File: config.mk
export PLATFORM = sky130hd
export DESIGN_NAME = vnu_queue
export DESIGN_NICKNAME = d
export VERILOG_FILES = /design/src/rtl/vnu_pkg.sv /design/src/rtl/vnu_queue.sv
export SDC_FILE = /design/constraint.sdc
export NUM_CORES = 1
export LEC_CHECK = 0
export BUFFER_PORTS_ARGS = -buffer_cell sky130_fd_sc_hd__buf_2
export CAP_MARGIN = 20
export CORE_MARGIN = 1
export CORE_UTILIZATION = 35
export CTS_CLUSTER_SIZE = 28
export DETAILED_ROUTE_END_ITERATION = 16
export PLACE_DENSITY = 0.61
export REMOVE_ABC_BUFFERS = 1
export SYNTH_ARGS = -nofsm -noshare
export SYNTH_HDL_FRONTEND = slang
export SYNTH_SLANG_ARGS = --single-unit
File: constraint.sdc
create_clock -name clk -period 6 [get_ports clk]
set_input_delay 0.3 -clock clk [delete_from_list [all_inputs] [get_ports clk]]
set_output_delay 0.3 -clock clk [all_outputs]
set_load 0.005 [all_outputs]
File: src/rtl/vnu_pkg.sv
// Shared types and constants for the vector normalize unit.
package vnu_pkg;

    localparam int QUEUE_DEPTH = 2;
    localparam int QUEUE_PTR_W = 1;
    localparam int QUEUE_CNT_W = 2;

    typedef struct packed {
        logic full;
        logic empty;
    } queue_status_t;

endpackage

File: src/rtl/vnu_queue.sv
// Short queue between front end and back end.
module vnu_queue #(
    parameter int DW = 99
) (
    input  logic                   clk,
    input  logic                   rst_n,
    input  logic                   push,
    input  logic [DW-1:0]          push_data,
    input  logic                   pop,
    output logic [DW-1:0]          pop_data,
    output vnu_pkg::queue_status_t qs
);
    logic [DW-1:0]                   mem_reg [vnu_pkg::QUEUE_DEPTH];
    logic [vnu_pkg::QUEUE_PTR_W-1:0] wr_ptr_reg;
    logic [vnu_pkg::QUEUE_PTR_W-1:0] rd_ptr_reg;
    logic [vnu_pkg::QUEUE_CNT_W-1:0] cnt_reg;
    logic [vnu_pkg::QUEUE_CNT_W-1:0] cnt_next;

    assign qs.full  = (cnt_reg == vnu_pkg::QUEUE_CNT_W'(vnu_pkg::QUEUE_DEPTH));
    assign qs.empty = (cnt_reg == '0);
    assign pop_data = mem_reg[rd_ptr_reg];

    always_comb
    begin
        cnt_next = cnt_reg;
        if (push && !pop)
            cnt_next = cnt_reg + vnu_pkg::QUEUE_CNT_W'(1);
        else if (pop && !push)
            cnt_next = cnt_reg - vnu_pkg::QUEUE_CNT_W'(1);
    end

    always_ff @(posedge clk or negedge rst_n)
    begin
        if (!rst_n)
        begin
            wr_ptr_reg <= '0;
            rd_ptr_reg <= '0;
            cnt_reg    <= '0;
        end
        else
        begin
            if (push)
                wr_ptr_reg <= wr_ptr_reg + vnu_pkg::QUEUE_PTR_W'(1);
            if (pop)
                rd_ptr_reg <= rd_ptr_reg + vnu_pkg::QUEUE_PTR_W'(1);
            cnt_reg <= cnt_next;
        end
    end

    always_ff @(posedge clk)
    begin
        if (push)
            mem_reg[wr_ptr_reg] <= push_data;
    end

    a_cnt_bound: assert property (@(posedge clk) disable iff (!rst_n)
        cnt_reg <= vnu_pkg::QUEUE_CNT_W'(vnu_pkg::QUEUE_DEPTH))
        else $error("queue count beyond depth");
    a_no_push_full: assert property (@(posedge clk) disable iff (!rst_n)
        push |-> !qs.full)
        else $error("push into full queue");
    a_no_pop_empty: assert property (@(posedge clk) disable iff (!rst_n)
        pop |-> !qs.empty)
        else $error("pop from empty queue");
endmodule

======== After elaboration in Yosys (flattened, before gate mapping) ========
Memories as Yosys holds them, arrays and structs flattened.
Cells that the tools add are included.
operators by class
  add/sub/neg operators ................... 4
  $mul .................................... 0
  div/mod/pow operators ................... 0
  $lt $le $gt $ge ......................... 0
  eq/ne operators ......................... 1
  shift-type cells ........................ 0
  multiplexer cells ....................... 4
  bitwise gates (word level) .............. 0
  reduce and logical (&&, ||, !) cells .... 6
operators with widths
  cell                                              number
  2-to-1 mux 2 bit                                  2
  adder 1 bit, second input constant                2
  adder 2 x 1 -> 2 bit, second input constant       1
  equality test 2 bit, second input constant        1
  logical AND 1 bit                                 2
  logical NOT 1 bit                                 2
  logical NOT 2 bit                                 1
  2-to-1 mux 1 bit                                  2
  nonzero test 2 bit                                1
  subtractor 2 x 1 -> 2 bit, second input constant  1
storage, ports and cells
  register bits after elaboration ......... 4
  bits in latches ......................... 0
  memory bits (writable) .................. 198
  ROM bits ................................ 0
  input port bits ......................... 103
  output and inout port bits .............. 101
  memories kept ........................... 1
memories
  memory   words  bits a word  rd ports  clocked after memory_dff  wr ports  RTL line         text
  mem_reg  2      99           1         0                         1         vnu_queue.sv:13  logic [DW-1:0] mem_reg [vnu_pkg::QUEUE_DEPTH];

======== Depth between registers and ports, before layout ========
  depth after elaboration ................. 4
  depth in mapped cells ................... 5

======== Worst setup path after synthesis ========
No wires, ideal clock.
  path kind ............................... flip-flop to flip-flop
  from .................................... reg wr_ptr_reg
  to ...................................... mem mem_reg[0][0], enable pin
  data arrival time ....................... 4785 ps
  required time ........................... 5431 ps
  path slack .............................. 646 ps
  cell stages (with the launch flop) ...... 2
  path buffers ............................ 0
  clock period less this slack ............ 5354 ps
  path through ............................ dfrtp_1 -> nor2b_1
RTL lines
  what                    RTL line         text
  from (decl)             vnu_queue.sv:14  logic [vnu_pkg::QUEUE_PTR_W-1:0] wr_ptr_reg;
  from (signal assigned)  vnu_queue.sv:43  wr_ptr_reg <= wr_ptr_reg + vnu_pkg::QUEUE_PTR_W'(1);
  to (decl)               vnu_queue.sv:13
Straight into the memory's write port.

======== Worst setup path in the final report ========
  from .................................... reg rd_ptr_reg
  to ...................................... out pop_data[84]
on the way
  cells in the longest elaborated chain, start to end .. 1
ends and longest elaborated chain
  what                    RTL line         text
  from (decl)             vnu_queue.sv:15  logic [vnu_pkg::QUEUE_PTR_W-1:0] rd_ptr_reg;
  from (signal assigned)  vnu_queue.sv:45  rd_ptr_reg <= rd_ptr_reg + vnu_pkg::QUEUE_PTR_W'(1);
  memory (2 x 99 bit)     --
  to (decl)               vnu_queue.sv:10  output logic [DW-1:0] pop_data,
Every way passes these cells.

==> metrics <==
CP arrival=2750 ps; routability cong.=0.680; # fillers=1840; PortBufs=203; max FFs per register=198; VDD IR max=280 µV; Final TNS setup=0 ps; RSZ-0062 raised after global routing=false; status=finished clean; DIE AREA=23000 µm²; DRC Markers=0; n_diodes=0; Die Y=152 µm; Mapped Avg Cell Area=24.2 µm²; All-Layer GR Usage=12.0%; first-pass iteration count of the detailed router=4; nets@finish=747; Worst-Skew Late Latency=490 ps; Gate Count Post-Synth=324; Max-slew headroom=33.9%; Core ar.=21900 µm²; share of layout cells above drive strength 1=52.1%; vias per cell=4.31; Starting Density=35.8%; GRT Residual Overflow=0; Layout Skew=13.0 ps; Worst Hold Class=in -> reg; Hold WS=21.2 ps; startpoint types=flip-flop; sequential area share after synthesis=77.2%; pin count of the biggest net entering global routing=57; CP required=5700 ps; width of the die=152 µm; Max Clock Freq=327 MHz; Netlist cell types=12; Vias=4026; vias in the first global route=4285; Syn-to-layout area delta=36.9%; CTS Buf Count=22; CP Max Fanout=53; PD cells=429 nW/µm²; first-pass GRT wire length=21200 µm; mapped cell area=7830 µm²; post-route antenna net violation count=0; H-tree depth=1; detailed-route wire length=14400 µm; final hold violation count=0; initial antenna violation count=0; max_cap viols=0; R2R Setup Slk=3840 ps; yosys warns=0; Clock Tree Buf Depth=3; register bit count reported by yosys=202; DP HPWL=9090 µm; I/O Pins=204; DR iter-0 viols=143; Max Slew Vio Count=0; final count of negative-setup-slack endpoints=0; # rows=54; Sink Count=202; wire per inst=15.4 µm; Setup CP Type=reg -> out; CTS root buffer=clkbuf_16; Clock Pin Slew Worst Setup and Hold Paths=60 ps; Post-CTS Setup Bufs=0; period utilization=50.9%; static leakage=4.35 nW; CTS tree=done; fin crit period=3050 ps; Setup crit end kind=output port; Worst Tran Pin Value=991 ps
-- per-stage QoR --
stage               utilization [%]  std cells  cell area, µm²  worst slack (ps)  power, mW
floorplan                         -        313            7620               646       3.00
global placement               41.3        801            9040              3430       3.30
detailed placement             41.3        801            9040              3410       3.33
CTS                            49.0        934           10700              2850       4.69
global route                   49.0        934           10700              2800       4.85
finish                         49.0        934           10700              2950       4.60
-- what timing repair did --
item                                   CTS  global route
hold buffers                            98             0
endpoints found under the hold margin  196             0
resized for setup                        0             0
-- cell type report --
type,instances,area (µm²),share of cell area [%]
clock buffer,31,656,6.12
clock inverter,4,46.3,0.432
multi-input combinational,110,1580,14.7
sequential,202,6050,56.4
tap,280,350,3.27
timing repair buffer,306,2030,19.0
inverter,1,3.75,0.0350
-- worst paths after layout --
path                                from        endpoint  depth (start not counted)
setup reg to reg              wr_ptr_reg  mem_reg[1][75]                          2
setup / recovery              rd_ptr_reg    pop_data[84]                          3
hold reg to reg               cnt_reg[1]      cnt_reg[1]                          1
max in group asynchronous          rst_n      rd_ptr_reg                          2
min in group asynchronous          rst_n      rd_ptr_reg                          2
hold / removal             push_data[14]  mem_reg[1][14]                          1
-- worst max-delay path, cell delays in order (launching register included) --
cell,delay (ps)
dfrtp_4,1070
buf_4,650
mux2_4,350
buf_2,130
-- layout by cell type (no fill, tap or decap), drive strengths merged --
cell	netlist	final
dfrtp	4	4
clkinvlp	0	1
buf	11	208
edfxtp	198	198
xor2	4	4
dlygate4sd3	0	98
clkbuf	0	31
xnor2	1	1
clkinv	0	2
inv	1	1
and2	1	1
nor2	2	2
nor2b	2	2
mux2	99	99
bufinv	0	1
ha	1	1
-- logic make-up after synthesis --
| kind of cell | share of synthesized area [%] |
|---|---|
| DFF | 77.2 |
| muxes | 19.0 |
| buffers and inverters | 2.75 |
| adders and majority gates | 0.160 |
| xor gates and xnor gates | 0.559 |
| and+or+nand+nor | 0.336 |
-- where the power goes --
group	switching [mW]	total (mW)	internal, mW
Sequential	0.167	2.04	1.88
Combinational	0.505	1.27	0.762
Clock	0.497	1.29	0.794
-- per-layer routing --
layer | wire, µm | GRT usage [%]
met2 | 7210 | 21.2
met5 | 0 | 0
met1 | 5760 | 13.9
met4 | 323 | 3.86
met3 | 1090 | 3.62
-- synth_stat cells --
cell        n  area share [%]
edfxtp_1  198              76
nor2b_1     2            0.16
buf_12     10             2.6
buf_6       1            0.14
mux2_4     99              19
ha_1        1            0.16
xor2_1      4            0.45
dfrtp_1     4             1.3
nor2_1      2           0.096
and2_1      1           0.080
xnor2_1     1            0.11
inv_1       1           0.048
Note: power is estimated with default switching activity, not from simulation.
