### src/rtl/vnu_pkg.sv
// Shared types and constants for the vector normalize unit.
package vnu_pkg;

    localparam int QUEUE_DEPTH = 2;
    localparam int QUEUE_PTR_W = 1;
    localparam int QUEUE_CNT_W = 2;

    typedef struct packed {
        logic full;
        logic empty;
    } queue_status_t;

endpackage

### src/rtl/vnu_vec_if.sv
// Input channel: one vector per beat.
interface vnu_vec_if #(
    parameter int W = 16
);
    logic                valid;
    logic                ready;
    logic signed [W-1:0] x_in;
    logic signed [W-1:0] y_in;
    logic signed [W-1:0] z_in;

    modport source (output valid, x_in, y_in, z_in, input ready);
    modport sink (input valid, x_in, y_in, z_in, output ready);
endinterface

### src/rtl/vnu_front.sv
// Front end: accepts vectors, splits sign and magnitude, squares the magnitudes.
module vnu_front #(
    parameter int W = 16
) (
    input  logic                        clk,
    input  logic                        rst_n,
    vnu_vec_if.sink                     vec,
    input  vnu_pkg::queue_status_t      qs,
    output logic                        push,
    output logic [3*(2*W+1)-1:0]        push_data
);
    localparam int SW = 2 * W;

    logic             v1_reg;
    logic             v2_reg;
    logic [W-1:0]     mag_reg [3];
    logic [2:0]       neg1_reg;
    logic [SW-1:0]    sq_reg [3];
    logic [2:0]       neg2_reg;
    logic             en;
    logic signed [W-1:0] comp [3];

    assign en        = !v2_reg || !qs.full;
    assign push      = v2_reg && !qs.full;
    assign vec.ready = en;

    assign comp[0] = vec.x_in;
    assign comp[1] = vec.y_in;
    assign comp[2] = vec.z_in;

    always_ff @(posedge clk or negedge rst_n)
    begin
        if (!rst_n)
        begin
            v1_reg <= 1'b0;
            v2_reg <= 1'b0;
        end
        else if (en)
        begin
            v1_reg <= vec.valid;
            v2_reg <= v1_reg;
        end
    end

    always_ff @(posedge clk)
    begin
        if (en)
        begin
            for (int j = 0; j < 3; j++)
            begin
                neg1_reg[j] <= comp[j][W-1];
                mag_reg[j]  <= comp[j][W-1] ? (~comp[j] + W'(1)) : comp[j];
                sq_reg[j]   <= SW'(mag_reg[j]) * SW'(mag_reg[j]);
            end
            neg2_reg <= neg1_reg;
        end
    end

    always_comb
    begin
        for (int j = 0; j < 3; j++)
        begin
            push_data[j*(SW+1) +: SW] = sq_reg[j];
            push_data[j*(SW+1) + SW]  = neg2_reg[j];
        end
    end
endmodule

### src/flat_wrapper.sv
// flat-port wrapper written by rule: the top's interface ports become plain ports
module vnu_front_flat 
#(
    parameter int W = 16
)
  (clk, rst_n, qs, push, push_data, vec_valid, vec_x_in, vec_y_in, vec_z_in, vec_ready);
  vnu_vec_if #(.W(W)) vec_i ();
  input  logic clk;
  input  logic rst_n;
  input  vnu_pkg::queue_status_t qs;
  output logic push;
  output logic [3*(2*W+1)-1:0] push_data;
  input wire logic [$bits(vec_i.valid)-1:0] vec_valid;
  input wire logic [$bits(vec_i.x_in)-1:0] vec_x_in;
  input wire logic [$bits(vec_i.y_in)-1:0] vec_y_in;
  input wire logic [$bits(vec_i.z_in)-1:0] vec_z_in;
  output wire logic [$bits(vec_i.ready)-1:0] vec_ready;
  assign vec_i.valid = vec_valid;
  assign vec_i.x_in = vec_x_in;
  assign vec_i.y_in = vec_y_in;
  assign vec_i.z_in = vec_z_in;
  assign vec_ready = vec_i.ready;
  vnu_front #(.W(W)) u_core (.clk(clk), .rst_n(rst_n), .vec(vec_i), .qs(qs), .push(push), .push_data(push_data));
endmodule
### config.mk
export PLATFORM = sky130hd
export DESIGN_NAME = vnu_front_flat
export DESIGN_NICKNAME = d
export VERILOG_FILES = /design/src/rtl/vnu_pkg.sv /design/src/rtl/vnu_vec_if.sv /design/src/rtl/vnu_front.sv /design/src/flat_wrapper.sv
export SDC_FILE = /design/constraint.sdc
export NUM_CORES = 2
export LEC_CHECK = 0
export ABC_AREA = 1
export BUFFER_PORTS_ARGS = -buffer_cell sky130_fd_sc_hd__clkbuf_2
export CORE_MARGIN = 8
export CORE_UTILIZATION = 64
export CTS_CLUSTER_DIAMETER = 200
export CTS_CLUSTER_SIZE = 28
export DETAILED_ROUTE_END_ITERATION = 8
export PLACE_DENSITY = 0.88
export SLEW_MARGIN = 20
export SYNTH_ARGS = -nofsm -noshare
export SYNTH_HDL_FRONTEND = slang
export SYNTH_SLANG_ARGS = --single-unit
### constraint.sdc
create_clock -name clk -period 12.8 [get_ports clk]
set_clock_uncertainty 0.05 [all_clocks]
set_input_delay 2.56 -clock clk [delete_from_list [all_inputs] [get_ports clk]]
set_output_delay 2.56 -clock clk [all_outputs]
set_load 0.02 [all_outputs]
After elaboration in Yosys (flattened, before gate mapping)
Memories as Yosys holds them, arrays and structs flattened.
Index checks and enable logic that the tools add are counted.
- bits in registers: 8
- bits in latches: 0
- RAM bits: 144
- memory bits (read-only): 0
- bits of input ports: 53
- output and inout port bits: 101
- word-level logic and storage cells: 24
- memories: 2
- memory list (memory ; depth ; bits a word ; read ports ; clocked after memory_dff ; write ports ; RTL line ; text):
    u_core.sq_reg ; 3 ; 32 ; 3 ; 0 ; 3 ; vnu_front.sv:18 ; logic [SW-1:0] sq_reg [3];
    u_core.mag_reg ; 3 ; 16 ; 3 ; 0 ; 3 ; vnu_front.sv:16 ; logic [W-1:0] mag_reg [3];
- add/sub/neg operators: 3
- $mul: 3
- div/mod/pow operators: 0
- order comparisons: 0
- eq/ne operators: 0
- shift operators: 0
- multiplexer cells: 5
- bitwise logic cells: 3
- reductions and logical operators: 4
- operators by type and width (cell ; number):
    16-bit by 16-bit multiplier with 32-bit output ; 3
    16-bit by 2-bit adder with 16-bit output (second input constant) ; 3
    16-bit 2-to-1 mux ; 3
    16-bit inverter ; 3
    1-bit logical NOT ; 2
    1-bit 2-to-1 mux ; 2
    1-bit logical AND ; 1
    1-bit logical OR ; 1

Logic depth before layout (Yosys ltp)
- depth in word-level cells: 4
- mapped depth: 27
- gate-level depth less buffers: 25

Worst setup path after synthesis
OpenSTA, ideal clock, no wires.
- path type: input to output
- start: input qs[1] in the netlist's numbering
- end: output vec_ready
- arrival time: 5.821 ns
- slack: 4.369 ns
- stages on the path: 1
- path buffers: 0
- cells stage by stage: nand2_1
- longest elaborated chain between the ends: 2
- ends and longest elaborated chain (item ; RTL line ; text):
    start: declaration ; flat_wrapper.sv:10 ; input vnu_pkg::queue_status_t qs;
    1-bit logical NOT ; vnu_front.sv:23 ; assign en = !v2_reg || !qs.full;
    1-bit logical OR ; vnu_front.sv:23 ;
    end: declaration ; flat_wrapper.sv:17 ; output wire logic [$bits(vec_i.ready)-1:0] vec_ready;
No other way between the ends.

==> results.md <==
- IO Count: roughly 150
- Starting density of the core: 0.646
- Area of the mapped netlist: between 20000 and 30000 µm²
- Total negative setup slack: 0 ns
- H-tree Lvls: 4
- Met3 wire length: ~3.5 mm
- Util after Layout: 0.683
- HPWL after detailed placement: about 54 mm
- Start point of the worst min-delay path: u_core.neg1_reg[1]
- Count of buffers from port buffering: around 150
- Slowest cell on crit path: edfxtp_1
- Most used cells in the layout excluding fill and tap cells: inv_1 (1171), nand2_1 (1028), fa_1 (486), ha_1 (307), clkbuf_2 (149)
- Library cell used as clock root buffer: clkbuf_16
- Relative slew margins: 0.418
- Worst-path cell chain: nand2_1, inv_1, fa_1, inv_1, fa_1, inv_1, fa_1, inv_1, fa_1, inv_1, fa_1, inv_1, fa_1, inv_1, ha_1, nand2_1, nor2_2, nand2_1, nand3b_4, nand2_1, nand3_1, nand2_1
- Status: complete, no violations
- Cell variety after synth: 37
- Weighted congestion at the end of routability-driven global placement: slightly below 1
- Clock network latency to the later pin of the worst-skew pair: between 0.4 and 0.5 ns
- Fraction of final layout cells with drive strength greater than 1: 0.0672
- Post-CTS sizing: 0
- Flop2flop setup slack: 6.76 ns
- Number of optimization iterations in the first detailed-route pass: 7
- Overall die area: about 54000 µm²
- Met1 Wirelength: 24.8 mm
- Die boundary height: roughly 230 µm
- Top achievable clock speed: roughly 0.17 GHz
- Clock sinks: 149
- Met2 Routed Length: between 30 and 40 mm
- Global route total overflow: 0
- Number of hold buffers added after cts: 0
- Crit end category: flop
- Number of storage elements in the synthesis netlist: between 100 and 150
- Worst hold slack across all endpoints: roughly 0.37 ns
- Clock tree from TritonCTS: yes
- Worst-margin pin slew: 0.874 ns
- Clock transition at the registers of the reported paths: roughly 0.070 ns
- Critical path start-end classification: flop to flop
- Startpoint of the worst-slack reg-to-reg timing path: u_core.mag_reg[0][9]
- DRC violations left: 0
- Die width: 232 µm
- Class of the most critical hold timing path: flop to flop
- Mapped Avg Cell Area: 7.93 µm²
- Via count of the first global-routing pass: ~25k
- Antenna violations before repair: 1
- CP peak stage delay: a little over 0.7 ns
- Via density: slightly above 5
- Placeable core region: about 46000 µm²
- DR top layer: met5
- Maximum fanout count along the critical path: 16
- Count of max-cap constraint violations: 0
- Crit path arrival time: 6.22 ns
- Final Max Slew Viols: 0
- Vias after detailed routing: 23.0k
- Worst Path Required: 12.99 ns
- Clock tree buffer depth: 2
- Wire length reported by the detailed router: between 60 and 70 mm
- Number of warning messages in the yosys log: 0
- Filler cells: 3517
- DR iter-0 viols: about 1.3k
- Part of the Yosys area used for sequential elements: 0.149
- Minimum clock period after layout: just over 6 ns
- Cell row count: 79
- Antenna Nets Post-Route: 0
- Setup Fix Bufs, Post-CTS: 0
- Total CTS buffers: 17
- Global-route wire length before repair: between 100 and 150 mm
- Post-layout nets: between 4k and 5k
- Setup repair after global routing missed its margin: no
- Total of endpoints with negative setup slack in the final report: 0
- Average wire length per cell after detail routing: 14.4 µm
- Most common cell after layout, fill and taps aside: inv_1
- Largest net degree at the start of global routing: slightly below 70
- All-layer global routing usage: 0.258
- Synthesis-to-finish area growth: 5.83%
- Final critical-path share of the clock period: 0.472
- Crit-path most repeated cell: inv_1
- Final hold violation count: 0
- Critical Path Start Type: flop
- Worst Setup SP: u_core.mag_reg[0][9]
- Cells after synthesis: between 3k and 4k
- Max FFs per register: 93
- Number of antenna repair diodes: 0
==> routing by layer <==
| metal | global-route usage | up-vias |
|---|---|---|
| li1 | - | 11053 |
| met3 | 0.0457 | 186 |
| met4 | 0.109 | 2 |
| met5 | 0 | - |
| met1 | 0.289 | 11116 |
| met2 | 0.475 | 664 |
==> critical path, delay by kind of cell, from the launching register on <==
kind | cells | cell delay [ns]
fa+ha+maj | 7 | 3.47
buf+inv | 7 | 0.44
flops | 1 | 0.71
simple gates | 8 | 1.15
==> logic make-up after synthesis <==
group | share of synthesized area
other cells | 0.000125
buf+inv | 0.160
simple gates | 0.188
flops | 0.149
compound gates | 0.0175
xor+xnor | 0.0316
fa+ha+maj | 0.453
==> path summary, 6_finish.rpt <==
kind                            cells past startpoint                   end
worst max-delay path                               22  u_core.sq_reg[0][28]
worst min-delay path                                0    u_core.neg2_reg[1]
worst max register to register                     22  u_core.sq_reg[0][28]
worst min register to register                      0    u_core.neg2_reg[1]
max in group asynchronous                           1         u_core.v2_reg
min in group asynchronous                           1         u_core.v1_reg
==> cells in the mapped netlist, drive strengths merged <==
library cell,instances,area share
o21ai,12,0.0020
a21oi,62,0.010
a31o,3,0.00088
nand2,1043,0.13
fa,486,0.33
o211ai,2,0.00050
dfrtp,2,0.0017
clkbuf,68,0.0085
a31oi,1,0.00021
nor4,2,0.00042
xnor2,17,0.0050
buf,25,0.0044
inv,1173,0.15
and3,2,0.00042
nor3,12,0.0031
o31ai,1,0.00025
or2,8,0.0017
a21o,4,0.0010
ha,307,0.13
o21bai,9,0.0023
nor2,149,0.021
xor2,91,0.027
nand3b,8,0.0028
nand4,18,0.0038
conb,1,0.00013
edfxtp,147,0.15
nand3,122,0.024
==> per-stage QoR <==
stage               instance area, µm²  std cells  worst slack (ns)
floorplan                        29900       3777              4.37
global placement                 31100       4443              6.82
detailed placement               31100       4443              6.81
CTS                              31700       4475              6.80
global route                     31700       4475              6.48
finish                           31700       4475              6.76
==> cell type report <==
| class | count | area [µm²] | area share |
|---|---|---|---|
| clock buffer | 17 | 425 | 0.0134 |
| clock inverter | 15 | 165 | 0.00521 |
| inverter | 1173 | 4400 | 0.139 |
| multi-input combinational | 2362 | 20700 | 0.653 |
| sequential | 149 | 4460 | 0.141 |
| tap | 607 | 759 | 0.0240 |
| timing repair buffer | 152 | 768 | 0.0243 |
Power is not shown: default switching activity piles up to over one toggle a cycle in this logic, so the estimate is an artifact.
